[config.mk]
export PLATFORM = sky130hd
export DESIGN_NAME = ir_carrier_pulse_capture
export DESIGN_NICKNAME = d
export VERILOG_FILES = /design/src/rtl/core/ircpc_pkg.sv /design/src/rtl/core/ircpc_front.sv /design/src/rtl/core/ircpc_queue.sv /design/src/rtl/core/ircpc_div.sv /design/src/rtl/core/ircpc_back.sv /design/src/rtl/core/ir_carrier_pulse_capture.sv
export SDC_FILE = /design/constraint.sdc
export NUM_CORES = 1
export LEC_CHECK = 0
export BUFFER_PORTS_ARGS = -buffer_cell sky130_fd_sc_hd__clkbuf_2
export CAP_MARGIN = 20
export CORE_UTILIZATION = 45
export DETAILED_ROUTE_END_ITERATION = 10
export PLACE_DENSITY = 0.63
export SLEW_MARGIN = 20
export SYNTH_ARGS = -nofsm -noshare
export SYNTH_HDL_FRONTEND = slang
export SYNTH_SLANG_ARGS = --single-unit
[constraint.sdc]
create_clock -name clk -period 8.6 [get_ports clk]
set_input_delay 0.43 -clock clk [delete_from_list [all_inputs] [get_ports clk]]
set_output_delay 0.43 -clock clk [all_outputs]
set_load 0.05 [all_outputs]
[src/rtl/core/ircpc_pkg.sv]
// ----------------------------------------------------------------------------
// IR carrier capture package
// Shared constants and the result record of the IR carrier pulse capture.
// ----------------------------------------------------------------------------
package ircpc_pkg;

  localparam int TIMESTAMP_BITS_DEFAULT = 32;
  localparam int QUEUE_DEPTH = 2;

  localparam int TIME_BITS = 32;
  localparam int HZ_BITS = 20;
  localparam int DUTY_BITS = 7;
  localparam int STEP_BITS = $clog2(HZ_BITS + 1);

  localparam logic [HZ_BITS-1:0] HZ_DIVIDEND = 20'd1000000;
  localparam logic [DUTY_BITS-1:0] DUTY_FULL = 7'd100;
  localparam logic [STEP_BITS-1:0] HZ_STEPS = STEP_BITS'(HZ_BITS);
  localparam logic [STEP_BITS-1:0] DUTY_STEPS = STEP_BITS'(DUTY_BITS);

  localparam logic OP_EDGE = 1'b0;
  localparam logic OP_FLUSH = 1'b1;
  localparam logic KIND_CARRIER = 1'b0;
  localparam logic KIND_PAIR = 1'b1;

  typedef struct packed {
    logic                 kind;
    logic [DUTY_BITS-1:0] duty_percent;
    logic [HZ_BITS-1:0]   carrier_hz;
    logic [TIME_BITS-1:0] mark_us;
    logic [TIME_BITS-1:0] space_us;
  } res_t;

endpackage

[src/rtl/core/ircpc_front.sv]
// ----------------------------------------------------------------------------
// IR carrier capture front end
// Tracks edge timing, measures the carrier period and issues commands.
// ----------------------------------------------------------------------------
module ircpc_front import ircpc_pkg::*; #(
  parameter int TIMESTAMP_BITS = TIMESTAMP_BITS_DEFAULT
) (
  input  logic                  clk,
  input  logic                  rst,
  input  logic                  accept,
  input  logic                  operation,
  input  logic                  pin_level,
  input  logic [TIME_BITS-1:0]  time_us,
  output logic                  enq,
  output logic [2*((TIMESTAMP_BITS > TIME_BITS) ? TIMESTAMP_BITS : TIME_BITS):0] entry
);

  localparam int FW = (TIMESTAMP_BITS > TIME_BITS) ? TIMESTAMP_BITS : TIME_BITS;
  localparam int TSB = TIMESTAMP_BITS;

  logic           carrier_started, carrier_started_next;
  logic           carrier_flipped, carrier_flipped_next;
  logic           carrier_done, carrier_done_next;
  logic           first_edge_seen, first_edge_seen_next;
  logic           pair_emitted, pair_emitted_next;
  logic [TSB-1:0] period_start_time, period_start_time_next;
  logic [TSB-1:0] period_flip_time, period_flip_time_next;
  logic [TSB-1:0] carrier_period, carrier_period_next;
  logic [TSB-1:0] last_edge_time, last_edge_time_next;
  logic [TSB-1:0] mark_start_time, mark_start_time_next;

  logic [TSB-1:0]       t;
  logic [TSB-1:0]       gap;
  logic [TSB-1:0]       period_new;
  logic [TSB-1:0]       span;
  logic [TIME_BITS-1:0] pair_mark;
  logic [TIME_BITS-1:0] pair_space;
  logic                 issue;

  assign t = TSB'(time_us);
  assign gap = t - last_edge_time;
  assign period_new = t - period_start_time;
  assign span = period_flip_time - period_start_time;
  assign pair_mark = TIME_BITS'(last_edge_time - mark_start_time);
  assign pair_space = TIME_BITS'(gap);

  always_comb begin
    carrier_started_next = carrier_started;
    carrier_flipped_next = carrier_flipped;
    carrier_done_next = carrier_done;
    first_edge_seen_next = first_edge_seen;
    pair_emitted_next = pair_emitted;
    period_start_time_next = period_start_time;
    period_flip_time_next = period_flip_time;
    carrier_period_next = carrier_period;
    last_edge_time_next = last_edge_time;
    mark_start_time_next = mark_start_time;
    issue = 1'b0;
    entry = {KIND_PAIR, FW'(pair_mark), FW'(pair_space)};
    if (operation == OP_FLUSH) begin
      issue = pair_emitted;
    end else begin
      if (!first_edge_seen) begin
        first_edge_seen_next = 1'b1;
        mark_start_time_next = t;
      end
      if (!carrier_done) begin
        if (!pin_level) begin
          if (!carrier_started) begin
            carrier_started_next = 1'b1;
            period_start_time_next = t;
          end else if (carrier_flipped) begin
            carrier_started_next = 1'b0;
            carrier_flipped_next = 1'b0;
            carrier_done_next = 1'b1;
            carrier_period_next = period_new;
            issue = 1'b1;
            entry = {KIND_CARRIER, FW'(period_new), FW'(span)};
          end
        end else if (carrier_started && !carrier_flipped) begin
          carrier_flipped_next = 1'b1;
          period_flip_time_next = t;
        end
      end else if (gap > carrier_period) begin
        issue = 1'b1;
        mark_start_time_next = t;
        pair_emitted_next = 1'b1;
      end
      last_edge_time_next = t;
    end
  end

  assign enq = accept && issue;

  always_ff @(posedge clk) begin
    if (rst) begin
      carrier_started <= 1'b0;
      carrier_flipped <= 1'b0;
      carrier_done <= 1'b0;
      first_edge_seen <= 1'b0;
      pair_emitted <= 1'b0;
    end else if (accept) begin
      carrier_started <= carrier_started_next;
      carrier_flipped <= carrier_flipped_next;
      carrier_done <= carrier_done_next;
      first_edge_seen <= first_edge_seen_next;
      pair_emitted <= pair_emitted_next;
    end
  end

  always_ff @(posedge clk) begin
    if (accept) begin
      period_start_time <= period_start_time_next;
      period_flip_time <= period_flip_time_next;
      carrier_period <= carrier_period_next;
      last_edge_time <= last_edge_time_next;
      mark_start_time <= mark_start_time_next;
    end
  end

endmodule

[src/rtl/core/ircpc_queue.sv]
// ----------------------------------------------------------------------------
// IR carrier capture command queue
// Small first-in first-out buffer between the front end and the back end.
// ----------------------------------------------------------------------------
module ircpc_queue import ircpc_pkg::*; #(
  parameter int WIDTH = 2 * TIME_BITS + 1,
  parameter int DEPTH = QUEUE_DEPTH
) (
  input  logic             clk,
  input  logic             rst,
  input  logic             push,
  input  logic [WIDTH-1:0] wdata,
  input  logic             pop,
  output logic [WIDTH-1:0] rdata,
  output logic             full,
  output logic             empty
);

  localparam int PTR_BITS = (DEPTH > 1) ? $clog2(DEPTH) : 1;
  localparam int CNT_BITS = $clog2(DEPTH + 1);

  logic [WIDTH-1:0]    slots [DEPTH];
  logic [PTR_BITS-1:0] wr_ptr;
  logic [PTR_BITS-1:0] rd_ptr;
  logic [CNT_BITS-1:0] count;
  logic                do_push;
  logic                do_pop;

  assign full = (count == CNT_BITS'(DEPTH));
  assign empty = (count == '0);
  assign rdata = slots[rd_ptr];
  assign do_push = push && !full;
  assign do_pop = pop && !empty;

  always_ff @(posedge clk) begin
    if (rst) begin
      wr_ptr <= '0;
      rd_ptr <= '0;
      count <= '0;
    end else begin
      if (do_push) begin
        wr_ptr <= (wr_ptr == PTR_BITS'(DEPTH - 1)) ? '0 : wr_ptr + 1'b1;
      end
      if (do_pop) begin
        rd_ptr <= (rd_ptr == PTR_BITS'(DEPTH - 1)) ? '0 : rd_ptr + 1'b1;
      end
      if (do_push && !do_pop) begin
        count <= count + 1'b1;
      end else if (do_pop && !do_push) begin
        count <= count - 1'b1;
      end
    end
  end

  always_ff @(posedge clk) begin
    if (do_push) begin
      slots[wr_ptr] <= wdata;
    end
  end

endmodule

[src/rtl/core/ircpc_div.sv]
// ----------------------------------------------------------------------------
// IR carrier capture divider
// Restoring divider that produces one quotient bit per cycle.
// ----------------------------------------------------------------------------
module ircpc_div import ircpc_pkg::*; #(
  parameter int TIMESTAMP_BITS = TIMESTAMP_BITS_DEFAULT
) (
  input  logic                      clk,
  input  logic                      rst,
  input  logic                      start,
  input  logic [TIMESTAMP_BITS-1:0] rem_init,
  input  logic [HZ_BITS-1:0]        bits_init,
  input  logic [STEP_BITS-1:0]      steps,
  input  logic [TIMESTAMP_BITS-1:0] divisor_in,
  output logic                      done,
  output logic [HZ_BITS-1:0]        quot
);

  localparam int TSB = TIMESTAMP_BITS;

  logic [TSB-1:0]       rem;
  logic [TSB-1:0]       divisor;
  logic [HZ_BITS-1:0]   bits;
  logic [STEP_BITS-1:0] cnt;
  logic                 busy;
  logic [TSB:0]         trial;
  logic [TSB:0]         diff;
  logic                 ge;

  assign trial = {rem, bits[HZ_BITS-1]};
  assign diff = trial - {1'b0, divisor};
  assign ge = (trial >= {1'b0, divisor});

  always_ff @(posedge clk) begin
    if (rst) begin
      busy <= 1'b0;
      done <= 1'b0;
      cnt <= '0;
    end else begin
      done <= 1'b0;
      if (start) begin
        busy <= 1'b1;
        cnt <= steps;
      end else if (busy) begin
        cnt <= cnt - 1'b1;
        if (cnt == STEP_BITS'(1)) begin
          busy <= 1'b0;
          done <= 1'b1;
        end
      end
    end
  end

  always_ff @(posedge clk) begin
    if (start) begin
      rem <= rem_init;
      divisor <= divisor_in;
      bits <= bits_init;
      quot <= '0;
    end else if (busy) begin
      rem <= ge ? diff[TSB-1:0] : trial[TSB-1:0];
      bits <= {bits[HZ_BITS-2:0], 1'b0};
      quot <= {quot[HZ_BITS-2:0], ge};
    end
  end

endmodule

[src/rtl/core/ircpc_back.sv]
// ----------------------------------------------------------------------------
// IR carrier capture back end
// Turns queued commands into results and holds the result register.
// ----------------------------------------------------------------------------
module ircpc_back import ircpc_pkg::*; #(
  parameter int TIMESTAMP_BITS = TIMESTAMP_BITS_DEFAULT
) (
  input  logic   clk,
  input  logic   rst,
  input  logic   q_empty,
  input  logic [2*((TIMESTAMP_BITS > TIME_BITS) ? TIMESTAMP_BITS : TIME_BITS):0] q_data,
  output logic   q_pop,
  input  logic   pop,
  output logic   empty,
  output res_t   res
);

  localparam int FW = (TIMESTAMP_BITS > TIME_BITS) ? TIMESTAMP_BITS : TIME_BITS;
  localparam int TSB = TIMESTAMP_BITS;

  localparam logic [1:0] ST_IDLE = 2'd0;
  localparam logic [1:0] ST_HZ = 2'd1;
  localparam logic [1:0] ST_DUTY = 2'd2;

  logic [1:0]             state;
  logic                   res_valid;
  logic [TSB-1:0]         period;
  logic [TSB-1:0]         span;
  logic                   e_kind;
  logic [FW-1:0]          e_a;
  logic [FW-1:0]          e_b;
  logic [TSB-1:0]         e_period;
  logic [TSB+DUTY_BITS-1:0] span_wide;
  logic [TSB+DUTY_BITS-1:0] product;
  logic                   span_full;
  logic                   div_start;
  logic [TSB-1:0]         div_rem;
  logic [HZ_BITS-1:0]     div_bits;
  logic [STEP_BITS-1:0]   div_steps;
  logic [TSB-1:0]         div_divisor;
  logic                   div_done;
  logic [HZ_BITS-1:0]     div_quot;

  assign e_kind = q_data[2*FW];
  assign e_a = q_data[2*FW-1:FW];
  assign e_b = q_data[FW-1:0];
  assign e_period = e_a[TSB-1:0];

  assign span_wide = {{DUTY_BITS{1'b0}}, span};
  assign product = (span_wide << 6) + (span_wide << 5) + (span_wide << 2);
  assign span_full = (span >= period);

  assign empty = !res_valid;
  assign q_pop = (state == ST_IDLE) && !res_valid && !q_empty;

  always_comb begin
    if (state == ST_IDLE) begin
      div_rem = '0;
      div_bits = HZ_DIVIDEND;
      div_steps = HZ_STEPS;
      div_divisor = e_period;
      div_start = q_pop && (e_kind == KIND_CARRIER) && (e_period != '0);
    end else begin
      div_rem = product[TSB+DUTY_BITS-1:DUTY_BITS];
      div_bits = {product[DUTY_BITS-1:0], {(HZ_BITS - DUTY_BITS){1'b0}}};
      div_steps = DUTY_STEPS;
      div_divisor = period;
      div_start = (state == ST_HZ) && div_done && !span_full;
    end
  end

  ircpc_div #(
    .TIMESTAMP_BITS(TIMESTAMP_BITS)
  ) u_div (
    .clk       (clk),
    .rst       (rst),
    .start     (div_start),
    .rem_init  (div_rem),
    .bits_init (div_bits),
    .steps     (div_steps),
    .divisor_in(div_divisor),
    .done      (div_done),
    .quot      (div_quot)
  );

  always_ff @(posedge clk) begin
    if (rst) begin
      state <= ST_IDLE;
      res_valid <= 1'b0;
    end else begin
      if (pop && res_valid) begin
        res_valid <= 1'b0;
      end
      case (state)
        ST_IDLE: begin
          if (q_pop) begin
            if (e_kind == KIND_PAIR || e_period == '0) begin
              res_valid <= 1'b1;
            end else begin
              state <= ST_HZ;
            end
          end
        end
        ST_HZ: begin
          if (div_done) begin
            if (span_full) begin
              res_valid <= 1'b1;
              state <= ST_IDLE;
            end else begin
              state <= ST_DUTY;
            end
          end
        end
        ST_DUTY: begin
          if (div_done) begin
            res_valid <= 1'b1;
            state <= ST_IDLE;
          end
        end
        default: begin
          state <= ST_IDLE;
        end
      endcase
    end
  end

  always_ff @(posedge clk) begin
    case (state)
      ST_IDLE: begin
        if (q_pop) begin
          period <= e_period;
          span <= e_b[TSB-1:0];
          res.kind <= e_kind;
          res.duty_percent <= '0;
          res.carrier_hz <= '0;
          if (e_kind == KIND_PAIR) begin
            res.mark_us <= e_a[TIME_BITS-1:0];
            res.space_us <= e_b[TIME_BITS-1:0];
          end else begin
            res.mark_us <= '0;
            res.space_us <= '0;
          end
        end
      end
      ST_HZ: begin
        if (div_done) begin
          res.carrier_hz <= div_quot;
          if (span_full) begin
            res.duty_percent <= DUTY_FULL;
          end
        end
      end
      ST_DUTY: begin
        if (div_done) begin
          res.duty_percent <= div_quot[DUTY_BITS-1:0];
        end
      end
      default: begin
      end
    endcase
  end

endmodule

[src/rtl/core/ir_carrier_pulse_capture.sv]
// ----------------------------------------------------------------------------
// IR carrier pulse capture
// Measures the carrier of an inverted IR receiver pin and reports mark/space
// pairs from timestamped edge events.
//
// Channel   Direction  Handshake         Payload
// input     in         push / full       operation, pin_level, time_us
// result    out        empty / pop       kind, duty_percent, carrier_hz,
//                                        mark_us, space_us
//
// Edge and flush items are taken one per cycle while the command queue has
// room. A mark/space pair, and a carrier result with a zero period, passes
// through the command queue and is then written straight into the result
// register. Any other carrier measurement runs through the shared iterative
// divider, which yields one quotient bit per cycle: first the 20-bit frequency
// and then, unless the duty cycle saturates, the 7-bit duty cycle. Reset is
// synchronous and needs no clearing pass. A stalled result does not stop input
// transfers until the queue fills.
// ----------------------------------------------------------------------------
module ir_carrier_pulse_capture import ircpc_pkg::*; #(
  parameter int TIMESTAMP_BITS = TIMESTAMP_BITS_DEFAULT
) (
  input  logic                 clk,
  input  logic                 rst,
  input  logic                 push,
  output logic                 full,
  input  logic                 operation,
  input  logic                 pin_level,
  input  logic [TIME_BITS-1:0] time_us,
  output logic                 empty,
  input  logic                 pop,
  output logic                 kind,
  output logic [DUTY_BITS-1:0] duty_percent,
  output logic [HZ_BITS-1:0]   carrier_hz,
  output logic [TIME_BITS-1:0] mark_us,
  output logic [TIME_BITS-1:0] space_us
);

  localparam int FW = (TIMESTAMP_BITS > TIME_BITS) ? TIMESTAMP_BITS : TIME_BITS;
  localparam int ENTRY_BITS = 2 * FW + 1;

  logic                  accept;
  logic                  q_push;
  logic                  q_pop;
  logic                  q_full;
  logic                  q_empty;
  logic [ENTRY_BITS-1:0] q_wdata;
  logic [ENTRY_BITS-1:0] q_rdata;
  res_t                  res;

  assign full = q_full;
  assign accept = push && !q_full;

  ircpc_front #(
    .TIMESTAMP_BITS(TIMESTAMP_BITS)
  ) u_front (
    .clk      (clk),
    .rst      (rst),
    .accept   (accept),
    .operation(operation),
    .pin_level(pin_level),
    .time_us  (time_us),
    .enq      (q_push),
    .entry    (q_wdata)
  );

  ircpc_queue #(
    .WIDTH(ENTRY_BITS),
    .DEPTH(QUEUE_DEPTH)
  ) u_queue (
    .clk  (clk),
    .rst  (rst),
    .push (q_push),
    .wdata(q_wdata),
    .pop  (q_pop),
    .rdata(q_rdata),
    .full (q_full),
    .empty(q_empty)
  );

  ircpc_back #(
    .TIMESTAMP_BITS(TIMESTAMP_BITS)
  ) u_back (
    .clk    (clk),
    .rst    (rst),
    .q_empty(q_empty),
    .q_data (q_rdata),
    .q_pop  (q_pop),
    .pop    (pop),
    .empty  (empty),
    .res    (res)
  );

  assign kind = res.kind;
  assign duty_percent = res.duty_percent;
  assign carrier_hz = res.carrier_hz;
  assign mark_us = res.mark_us;
  assign space_us = res.space_us;

`ifndef SYNTHESIS
  a_push_has_room: assert property (@(posedge clk) disable iff (rst) q_push |-> !q_full)
    else $error("Command written into a full queue.");
  a_pop_has_entry: assert property (@(posedge clk) disable iff (rst) q_pop |-> !q_empty)
    else $error("Command taken from an empty queue.");
  a_pop_result_free: assert property (@(posedge clk) disable iff (rst) q_pop |-> empty)
    else $error("Command taken while a result still waits.");
`endif

endmodule
**Word-level counts from Yosys, hierarchy flattened**

Memory sizes are Yosys's and may differ from the RTL's. A register that Yosys moved wholly into a read port is not among the register bits.
Cells that the tools add are included.

- Equality and inequality tests: 10
- Reductions and logical operators: 43
- Bitwise operators: 6
- $lt $le $gt $ge: 3
- Add/subtract/negate cells: 12
- Mux-type cells: 64

Operator list:

| operator | count |
|---|---|
| $mux W65 | 5 |
| $mux W32 | 8 |
| $sub A32 B32 Y32 | 5 |
| $mux W91 | 1 |
| $mux W64 | 1 |
| $mux W20 | 3 |
| $pmux W20 S2 | 1 |
| $add A38 B37 Y39 | 1 |
| $add A39 B34 Y39 | 1 |
| $ge A33 B32 Y1 | 1 |
| $ge A32 B32 Y1 | 1 |
| $gt A32 B32 Y1 | 1 |
| $logic_not A32 Y1 | 1 |
| $reduce_bool A32 Y1 | 1 |
| $mux W1 | 29 |
| $mux W27 | 1 |
| $pmux W7 S3 | 1 |
| $reduce_and A5 Y1 | 4 |
| $mux W5 | 3 |
| $logic_and A1 B1 Y1 | 14 |
| $mux W2 | 7 |
| $mux W7 | 2 |
| $reduce_and A4 Y1 | 3 |
| $reduce_bool A2 Y1 | 4 |
| other kinds (20) | 39 |

- Word-level logic and storage cells: 168
- RAM bits: 130
- Register bits: 439
- Memories kept: 1

Memory list:

| memory | words | width | rd ports | clocked after Yosys merged registers in | wr ports | line | source |
|---|---|---|---|---|---|---|---|
| u_queue.slots | 2 | 65 | 1 | 1 | 1 | ircpc_queue.sv:22 | `logic [WIDTH-1:0] slots [DEPTH];` |

**Depth between registers and ports, before layout**

Gate-level depths: netlist of the first run.

- Depth after elaboration: 11
- Depth in mapped cells: 27

**Cells and area by module**

A second synthesis of the first run with hierarchy kept.

- Cell total of the unflattened synthesis: 3,040
- Area, all modules: 33,437.1 um^2

By module, submodules not included:

| module | cells an instance | seq. area each (um^2) | area an instance (um^2) | instances |
|---|---|---|---|---|
| ircpc_front | 1,403 | 4,904.7 | 13,000.0 | 1 |
| ircpc_back | 792 | 4,744.6 | 9,211.3 | 1 |
| ircpc_div | 617 | 3,062.9 | 6,311.1 | 1 |
| ircpc_queue | 227 | 4,003.8 | 4,901.0 | 1 |
| ir_carrier_pulse_capture | 1 | 0.0 | 13.8 | 1 |

**Worst setup path before layout of the first run**

No wires, ideal clock.

- Path type: input-to-reg
- From: input time_us[0]
- To: memory u_queue.slots[1][0] (netlist bit), enable pin
- Arrival time: 7.234 ns
- Cell stages on the path: 23
- Path slack: 0.869 ns
- Data required time: 8.103 ns
- Cell sequence: inv_1 > ha_1 > inv_1 > fa_1 > a21o_1 > a211oi_1 > o211a_1 > nor4_1 > o21ai_1 > o21ai_1 > a31oi_1 > o21bai_1 > xnor2_1 > ha_1 > nand4_1 > nor2_1 > nand3_1 > or3_1 > o21ai_1 > a31oi_1 > a31oi_1 > a21oi_1 > nor2b_1

- Longest elaborated chain between the ends: 9

Ends and longest elaborated chain:

| what | line | source |
|---|---|---|
| start, declared | ir_carrier_pulse_capture.sv:29 | `input logic [TIME_BITS-1:0] time_us,` |
| $sub A32 B32 Y32 | ircpc_front.sv:41 | `assign gap = t - last_edge_time;` |
| $gt A32 B32 Y1 | ircpc_front.sv:84 | `end else if (gap > carrier_period) begin` |
| $mux W1 | ircpc_front.sv:84 |  |
| $mux W1 | ircpc_front.sv:67 | `if (!carrier_done) begin` |
| $mux W1 | ircpc_front.sv:60 | `if (operation == OP_FLUSH) begin` |
| $logic_and A1 B1 Y1 | ircpc_front.sv:93 | `assign enq = accept && issue;` |
| $logic_and A1 B1 Y1 | ircpc_queue.sv:32 | `assign do_push = push && !full;` |
| $mux W1 | ircpc_queue.sv:56 | `if (do_push) begin` |
| $mux W1 (implied by the code) | ircpc_queue.sv:57 | `slots[wr_ptr] <= wdata;` |
| end, declared | ircpc_queue.sv:22 |  |

No other way between the ends.

**Worst setup path in the final report of the first run**

- From: register u_front.last_edge_time[0]
- To: memory u_queue.slots[1][27] (netlist bit), enable pin

- Longest elaborated chain between the ends: 9

Ends and longest elaborated chain:

| what | line | source |
|---|---|---|
| start, declared | ircpc_front.sv:29 | `logic [TSB-1:0] last_edge_time, last_edge_time_next;` |
| start signal, assigned | ircpc_front.sv:116 | `last_edge_time <= last_edge_time_next;` |
| $sub A32 B32 Y32 | ircpc_front.sv:41 |  |
| $gt A32 B32 Y1 | ircpc_front.sv:84 |  |
| $mux W1 | ircpc_front.sv:84 |  |
| $mux W1 | ircpc_front.sv:67 |  |
| $mux W1 | ircpc_front.sv:60 |  |
| $logic_and A1 B1 Y1 | ircpc_front.sv:93 |  |
| $logic_and A1 B1 Y1 | ircpc_queue.sv:32 |  |
| $mux W1 | ircpc_queue.sv:56 |  |
| $mux W1 (implied by the code) | ircpc_queue.sv:57 |  |

No other way between the ends.

==> results of run 1 <==
[routing by layer]
metal | wire length, um | global-route usage, %
met5 | 0 | 0
met4 | 1552 | 4.728
met3 | 3608 | 2.352
met2 | 36830 | 35.09
met1 | 38190 | 31.23
[metrics by stage]
stage,hold WS (ns),util (%),cell area (um2)
finish,0.04773,50.81,36320
floorplan,0.4366,-,32490
detailed placement,0.4694,47.89,34240
global placement,0.4759,47.89,34240
global route,0.02503,50.81,36320
CTS,0.01456,50.79,36310
[layout by cell type, fill, tap and decap left out, drive strengths merged, types with 35 or more instances in the layout]
cell type  Yosys  routed
a21o          84      84
a21oi        234     234
clkbuf        65     205
dfxtp         40      40
edfxtp       524     524
ha           264     264
inv          269     271
mux2          41      41
mux2i         65      65
nand2        164     164
nand3         35      35
nor2         246     246
nor2b         67      67
o21ai        165     165
xnor2        106     106
xor2          65      65
[final cells by class]
class / count / area [um2]
flip-flops and latches: 564 / 16540
clock inverters: 38 / 475.5
inverters: 269 / 1012
well taps: 950 / 1189
clock buffers: 74 / 1595
fillers: 6354 / 35160
multi-input cells: 2029 / 14710
repair buffers: 151 / 805.8
[state kept, by name (all words and copies together) (netlist names), 2 cells and up, named ones only]
name,count
u_queue.slots,130
u_back.res,92
u_back.period,32
u_back.span,32
u_back.u_div.divisor,32
u_back.u_div.rem,32
u_front.carrier_period,32
u_front.last_edge_time,32
u_front.mark_start_time,32
u_front.period_flip_time,32
u_front.period_start_time,32
u_back.u_div.quot,20
u_back.u_div.bits,14
u_back.u_div.cnt,5
u_back.state,2
u_queue.count,2
[critical path, stage by stage, from the launching register on]
cell and delay, ns:
edfxtp_1 0.39, ha_1 0.23, inv_1 0.09, fa_1 0.20, a21o_1 0.15, a211oi_1 0.10
o211a_1 0.26, nor4_1 0.57, o21ai_1 0.24, o21ai_1 0.39, a31oi_1 0.22, o21bai_1 0.22
xnor2_1 0.10, ha_1 0.30, nand4_1 0.09, nor2_1 0.18, nand3_1 0.11, or3_1 0.47
o21ai_1 0.15, a31oi_1 0.10, a31oi_1 0.48, a21oi_1 0.30, nor2b_4 0.19, buf_4 0.65
[report_power, final]
group          internal (uW)  total, uW  leakage, uW  switching [uW]
Combinational           1850       5050      0.00849            3200
Sequential              3780       4070      0.00516             287
Clock                   1590       2720      0.00101            1120
Total                   7230      11800       0.0147            4610
[worst paths after layout]
| path | startpoint | to | slack, ns | cells past startpoint |
|---|---|---|---|---|
| hold / removal | time_us[0] | u_front.last_edge_time[0] | 0.05 | 1 |
| setup reg to reg | u_front.last_edge_time[0] | u_queue.slots[1][27] | 1.95 | 23 |
| setup / recovery | u_front.last_edge_time[0] | u_queue.slots[1][27] | 1.95 | 23 |
| hold reg to reg | u_back.u_div.quot[19] | u_back.u_div.quot[19] | 0.49 | 2 |
[cells by family (layout without fill, tap and decap cells)]
kind of cell / after synthesis / in the layout / synth area share, %
buffers and inverters: 352 / 532 / 4.105
XOR/XNOR: 171 / 171 / 4.610
AO/OA/AOI/OAI: 732 / 732 / 14.07
AND/OR/NAND/NOR: 722 / 722 / 10.63
adder cells (fa/ha/maj): 298 / 298 / 12.26
flip-flops: 564 / 564 / 50.90
multiplexers: 106 / 106 / 3.424
==> metrics.txt, run 1 <==
outcome=finished, final reports clean; setup violators final=0; mapped cell area=32490 um2; Seq/Total Area, Yosys=50.90%; top-area cell type share of the netlist area=48.43%; Total GRT Usage=21.65%; fmax=150.4 MHz; CP required=8.85 ns; placed cells=3963; CTS root buf=clkbuf_16; syn nets=3281; row count=98; crit start category=flip-flop; CP Max Fanout=64; core box area=71490 um2; layout cells sized above 1=10.21%; chip height=270.7 um; type of the worst setup path=reg2reg; io pins=132; wire length per cell=19.68 um; Sink Count=564; Mapped Cells=2945; starting density of the core=45.45%; first-pass GRT wire length=124300 um; HPWL after DPL=61210 um; final hold vios=0; clock latency on the worst-skew pair=0.65 ns; die area=73280 um2; H-tree depth=2; grt total ovfl=0; ant diodes=0; remaining antenna violation count after routing=0; PwrDens=325.8 nW/um2; Setup Fix Bufs, Post-CTS=0; fin crit period=6.649 ns; top cells by area, synth=edfxtp_1, ha_1, a21oi_1; Final Max Tran Viols=0; Post-Synthesis Mean Instance Area=11.03 um2; commonest register cell after synthesis=edfxtp_1; Layout Cells excl Fill=4075; vias in the first global route=21.99k; Reg clk slew, reported paths=0.06 ns; Slew Limit Headroom=34.63%; number of detailed-route iterations in the first pass=6; # nets final=3412; clk buf depth=3; maxcap violations=0; synthesis-to-layout area growth=11.81%; RSZ-0062 raised after global routing=no; largest net degree at the start of global routing=73; Post-CTS Hold Buffers=0; top post-synthesis cells by count=edfxtp_1, inv_1, ha_1; Worst VDD drop=196.2 uV; clk_skew=0.02981 ns; Post-synth EDFFs=524; Placement Setup Slack=1.774 ns; Resize count post-CTS=0; Synth warnings=0; flops & latches, synth=564; DRC viols=0; Distinct cells, synth=79; GP Congestion=0.8969; crit path DAT=6.90 ns; area leader, netlist=edfxtp_1; period utilization=77.31%; Die W=270.7 um; initial antenna violation count=0; PortBufs=131; Post-synth ARST share=0%; Pwr Total=11830 uW; measured slew at the worst slew-check pin=0.9784 ns; Crit. End Element=flip-flop; min-delay worst type=in2reg; most common cell in the netlist=edfxtp_1; post-DR vias/cell=5.491; initial drt markers=1733; setup ws final=1.951 ns; Via Count=22.38k; static leakage=0.01466 uW; CTS Buf Count=61; CTS tree=yes; final wirelength=80180 um; Setup TNS=0 ns
Note: power is estimated with default switching activity, not from simulation.
==> inputs of run 2 (changes only) <==
==> constraint.sdc (replaced) <==
create_clock -name clk -period 6.4 [get_ports clk]
set_input_delay 0.32 -clock clk [delete_from_list [all_inputs] [get_ports clk]]
set_output_delay 0.32 -clock clk [all_outputs]
set_load 0.05 [all_outputs]
==> metrics.txt, run 2 (same netlist as run 1, synthesis figures left out) <==
post-DR vias/cell=5.474 (-0.30%); number of detailed-route iterations in the first pass=6 (unchanged); remaining antenna violation count after routing=0 (unchanged); Layout Cells excl Fill=4121 (+1.1%); ant diodes=0 (unchanged); core box area=71490 um2 (unchanged); internal cell power=9651 uW (+34%); clock share of power=22.3% (-0.6 points); fin crit period=5.993 ns; CTS Buf Count=60 (-1.6%); CP required=6.96 ns (-1.89 ns); Reg clk slew, reported paths=0.06 ns (about the same); routing usage on met2=35.16% (+0.074 points); crit start category=input port; clk_skew=0.03759 ns (+0.007781 ns); # fillers=6261 (-1.5%); number of flip-flops in the largest register=130 (unchanged); initial drt markers=1808 (+4.3%); PwrDens=431.6 nW/um2 (+32%); multi-input logic area=14730 um2 (+0.17%); PortBufs=131 (unchanged); Post-DP Area=34410 um2 (+0.50%); Net Sw Frac=39.17% (+0.25 points); Seq. cell area=16540 um2 (unchanged); commonest cells after routing, fill and taps aside=edfxtp_1, inv_1, ha_1, nor2_1, a21oi_1; measured slew at the worst slew-check pin=0.8708 ns (-0.1075 ns); synthesis-to-layout area growth=13.16%; fmax=166.9 MHz; initial antenna violation count=0 (unchanged); final wirelength=80780 um (+0.75%); CP Max Fanout=5 (-92%); met1 GRT Util=31.06% (-0.17 points); outcome=finished, final reports clean; layout cells sized above 1=10.66% (+0.45 points); chip height=270.7 um (unchanged); CP peak stage delay=0.53 ns (-0.12 ns); Crit. End Element=flip-flop; placed cells=3979 (+0.40%); static leakage=0.01486 uW (+1.4%); period utilization=93.63%; Crit-path slowest cell=dlygate4sd3_1; CTS root buf=clkbuf_16; Sw Pwr=6216 uW (+35%); clock latency on the worst-skew pair=0.65 ns (about the same); GRT busiest layer=met2; row count=98 (unchanged); maxcap violations=0 (unchanged); largest net degree at the start of global routing=72 (-1.4%); share of power burned in registers=34.3% (about the same); Final Max Tran Viols=0 (unchanged); DRC viols=0 (unchanged); Die W=270.7 um (unchanged); H-tree depth=2 (unchanged); first-pass GRT wire length=126000 um (+1.3%); setup violators final=0 (unchanged); crit path DAT=6.55 ns (-0.35 ns); io pins=132 (unchanged); die area=73280 um2 (unchanged); CTS tree=yes; final instance area=36770 um2 (+1.2%); type of the worst setup path=in2reg; Sink Count=564 (unchanged); most common cell after layout, fill and taps aside=edfxtp_1; starting density of the core=45.45% (unchanged); Slew Limit Headroom=41.94% (+7.3 points); top flop regs=u_queue.slots (130), u_back.res (92); Via Count=22.56k (+0.83%); # nets final=3457 (+1.3%); Total GRT Usage=21.93% (+0.28 points); GP Congestion=0.9300 (+3.7%); vias in the first global route=22.51k (+2.4%); Top reg by flops=u_queue.slots; final hold vios=0 (unchanged); min-delay worst type=in2reg; Worst VDD drop=251.8 uV (+28%); clk buf depth=3 (unchanged); HPWL after DPL=62380 um (+1.9%); Logic pwr share=43.4% (+0.7 points); wire length per cell=19.60 um (-0.38%); grt total ovfl=0 (unchanged); Setup Fix Bufs, Post-CTS=0 (unchanged); met3 usage=2.441% (+0.089 points)
## run 2: cell types whose count changed in the layout (fill, tap and decap cells not counted), moves of 2 or more
cell           change
dlygate4sd3_1     +30
bufinv_16          -2
clkbuf_1           -3
clkinvlp_4         -2
buf_4             +12
buf_12             +4
clkinv_1           +5
inv_6              +2
clkinv_4           +2
## run 2: worst paths after layout
path                        startpoint               endpoint  slack, ns  cells past startpoint
max                         time_us[0]       u_queue.count[1]       0.41                     28
min                                pop       u_back.res_valid       0.05                      3
max reg2reg  u_front.last_edge_time[0]       u_queue.count[1]       0.46                     25
min reg2reg      u_back.u_div.quot[19]  u_back.u_div.quot[19]       0.50                      2
## run 2: layer usage
layer / up-vias / part of all wire [%]
met5: - / 0
met3: 116 / 4.2
met2: 492 / 46
met1: 10930 / 47
li1: 11030 / -
met4: 0 / 2.9
## run 2: layout make-up
cell class                      instances  share of cell area (%)
Sequential cell                       564                   44.99
Multi-Input combinational cell       2029                   40.07
Clock buffer                           71                   4.278
Timing Repair Buffer                  197                   3.471
Tap cell                              950                   3.233
Inverter                              269                   2.753
Clock inverter                         41                   1.205
## run 2: timing repair
action | CTS | global route
resized for setup | 0 | 4
hold buffers | 30 | 0
setup endpoints to repair | 0 | 115
endpoints found under the hold margin | 86 | 0
## run 2: critical path: cells and delay by family
family / cells / cell delay, ns
xor gates and xnor gates: 1 / 0.16
buffers and inverters: 6 / 1.06
adders and majority gates: 4 / 1.22
and+or+nand+nor: 6 / 1.29
AOI/OAI and AO/OA: 11 / 2.49
## run 2: power by group through the flow
stage               logic, uW  clock network [uW]  registers [uW]
floorplan                4620                   0            6020
global placement         6690                   0            5510
detailed placement       6790                   0            5530
CTS                      6850                3610            5460
global route             7580                3740            5530
finish                   6890                3530            5450
## run 2: metrics by stage
stage	util, %	setup TNS [ns]	worst slack [ns]	hold WS (ns)	total power, uW
2_1_floorplan	-	0	0.07068	0.4189	10640
3_3_place_gp	48.13	0	0.2730	0.4774	12200
3_5_place_dp	48.13	0	0.1696	0.4874	12330
4_1_cts	51.37	0	0.2588	0.01415	15920
5_1_grt	51.43	-0.01185	-0.01185	0.03256	16850
6_report	51.43	0	0.4075	0.04683	15870
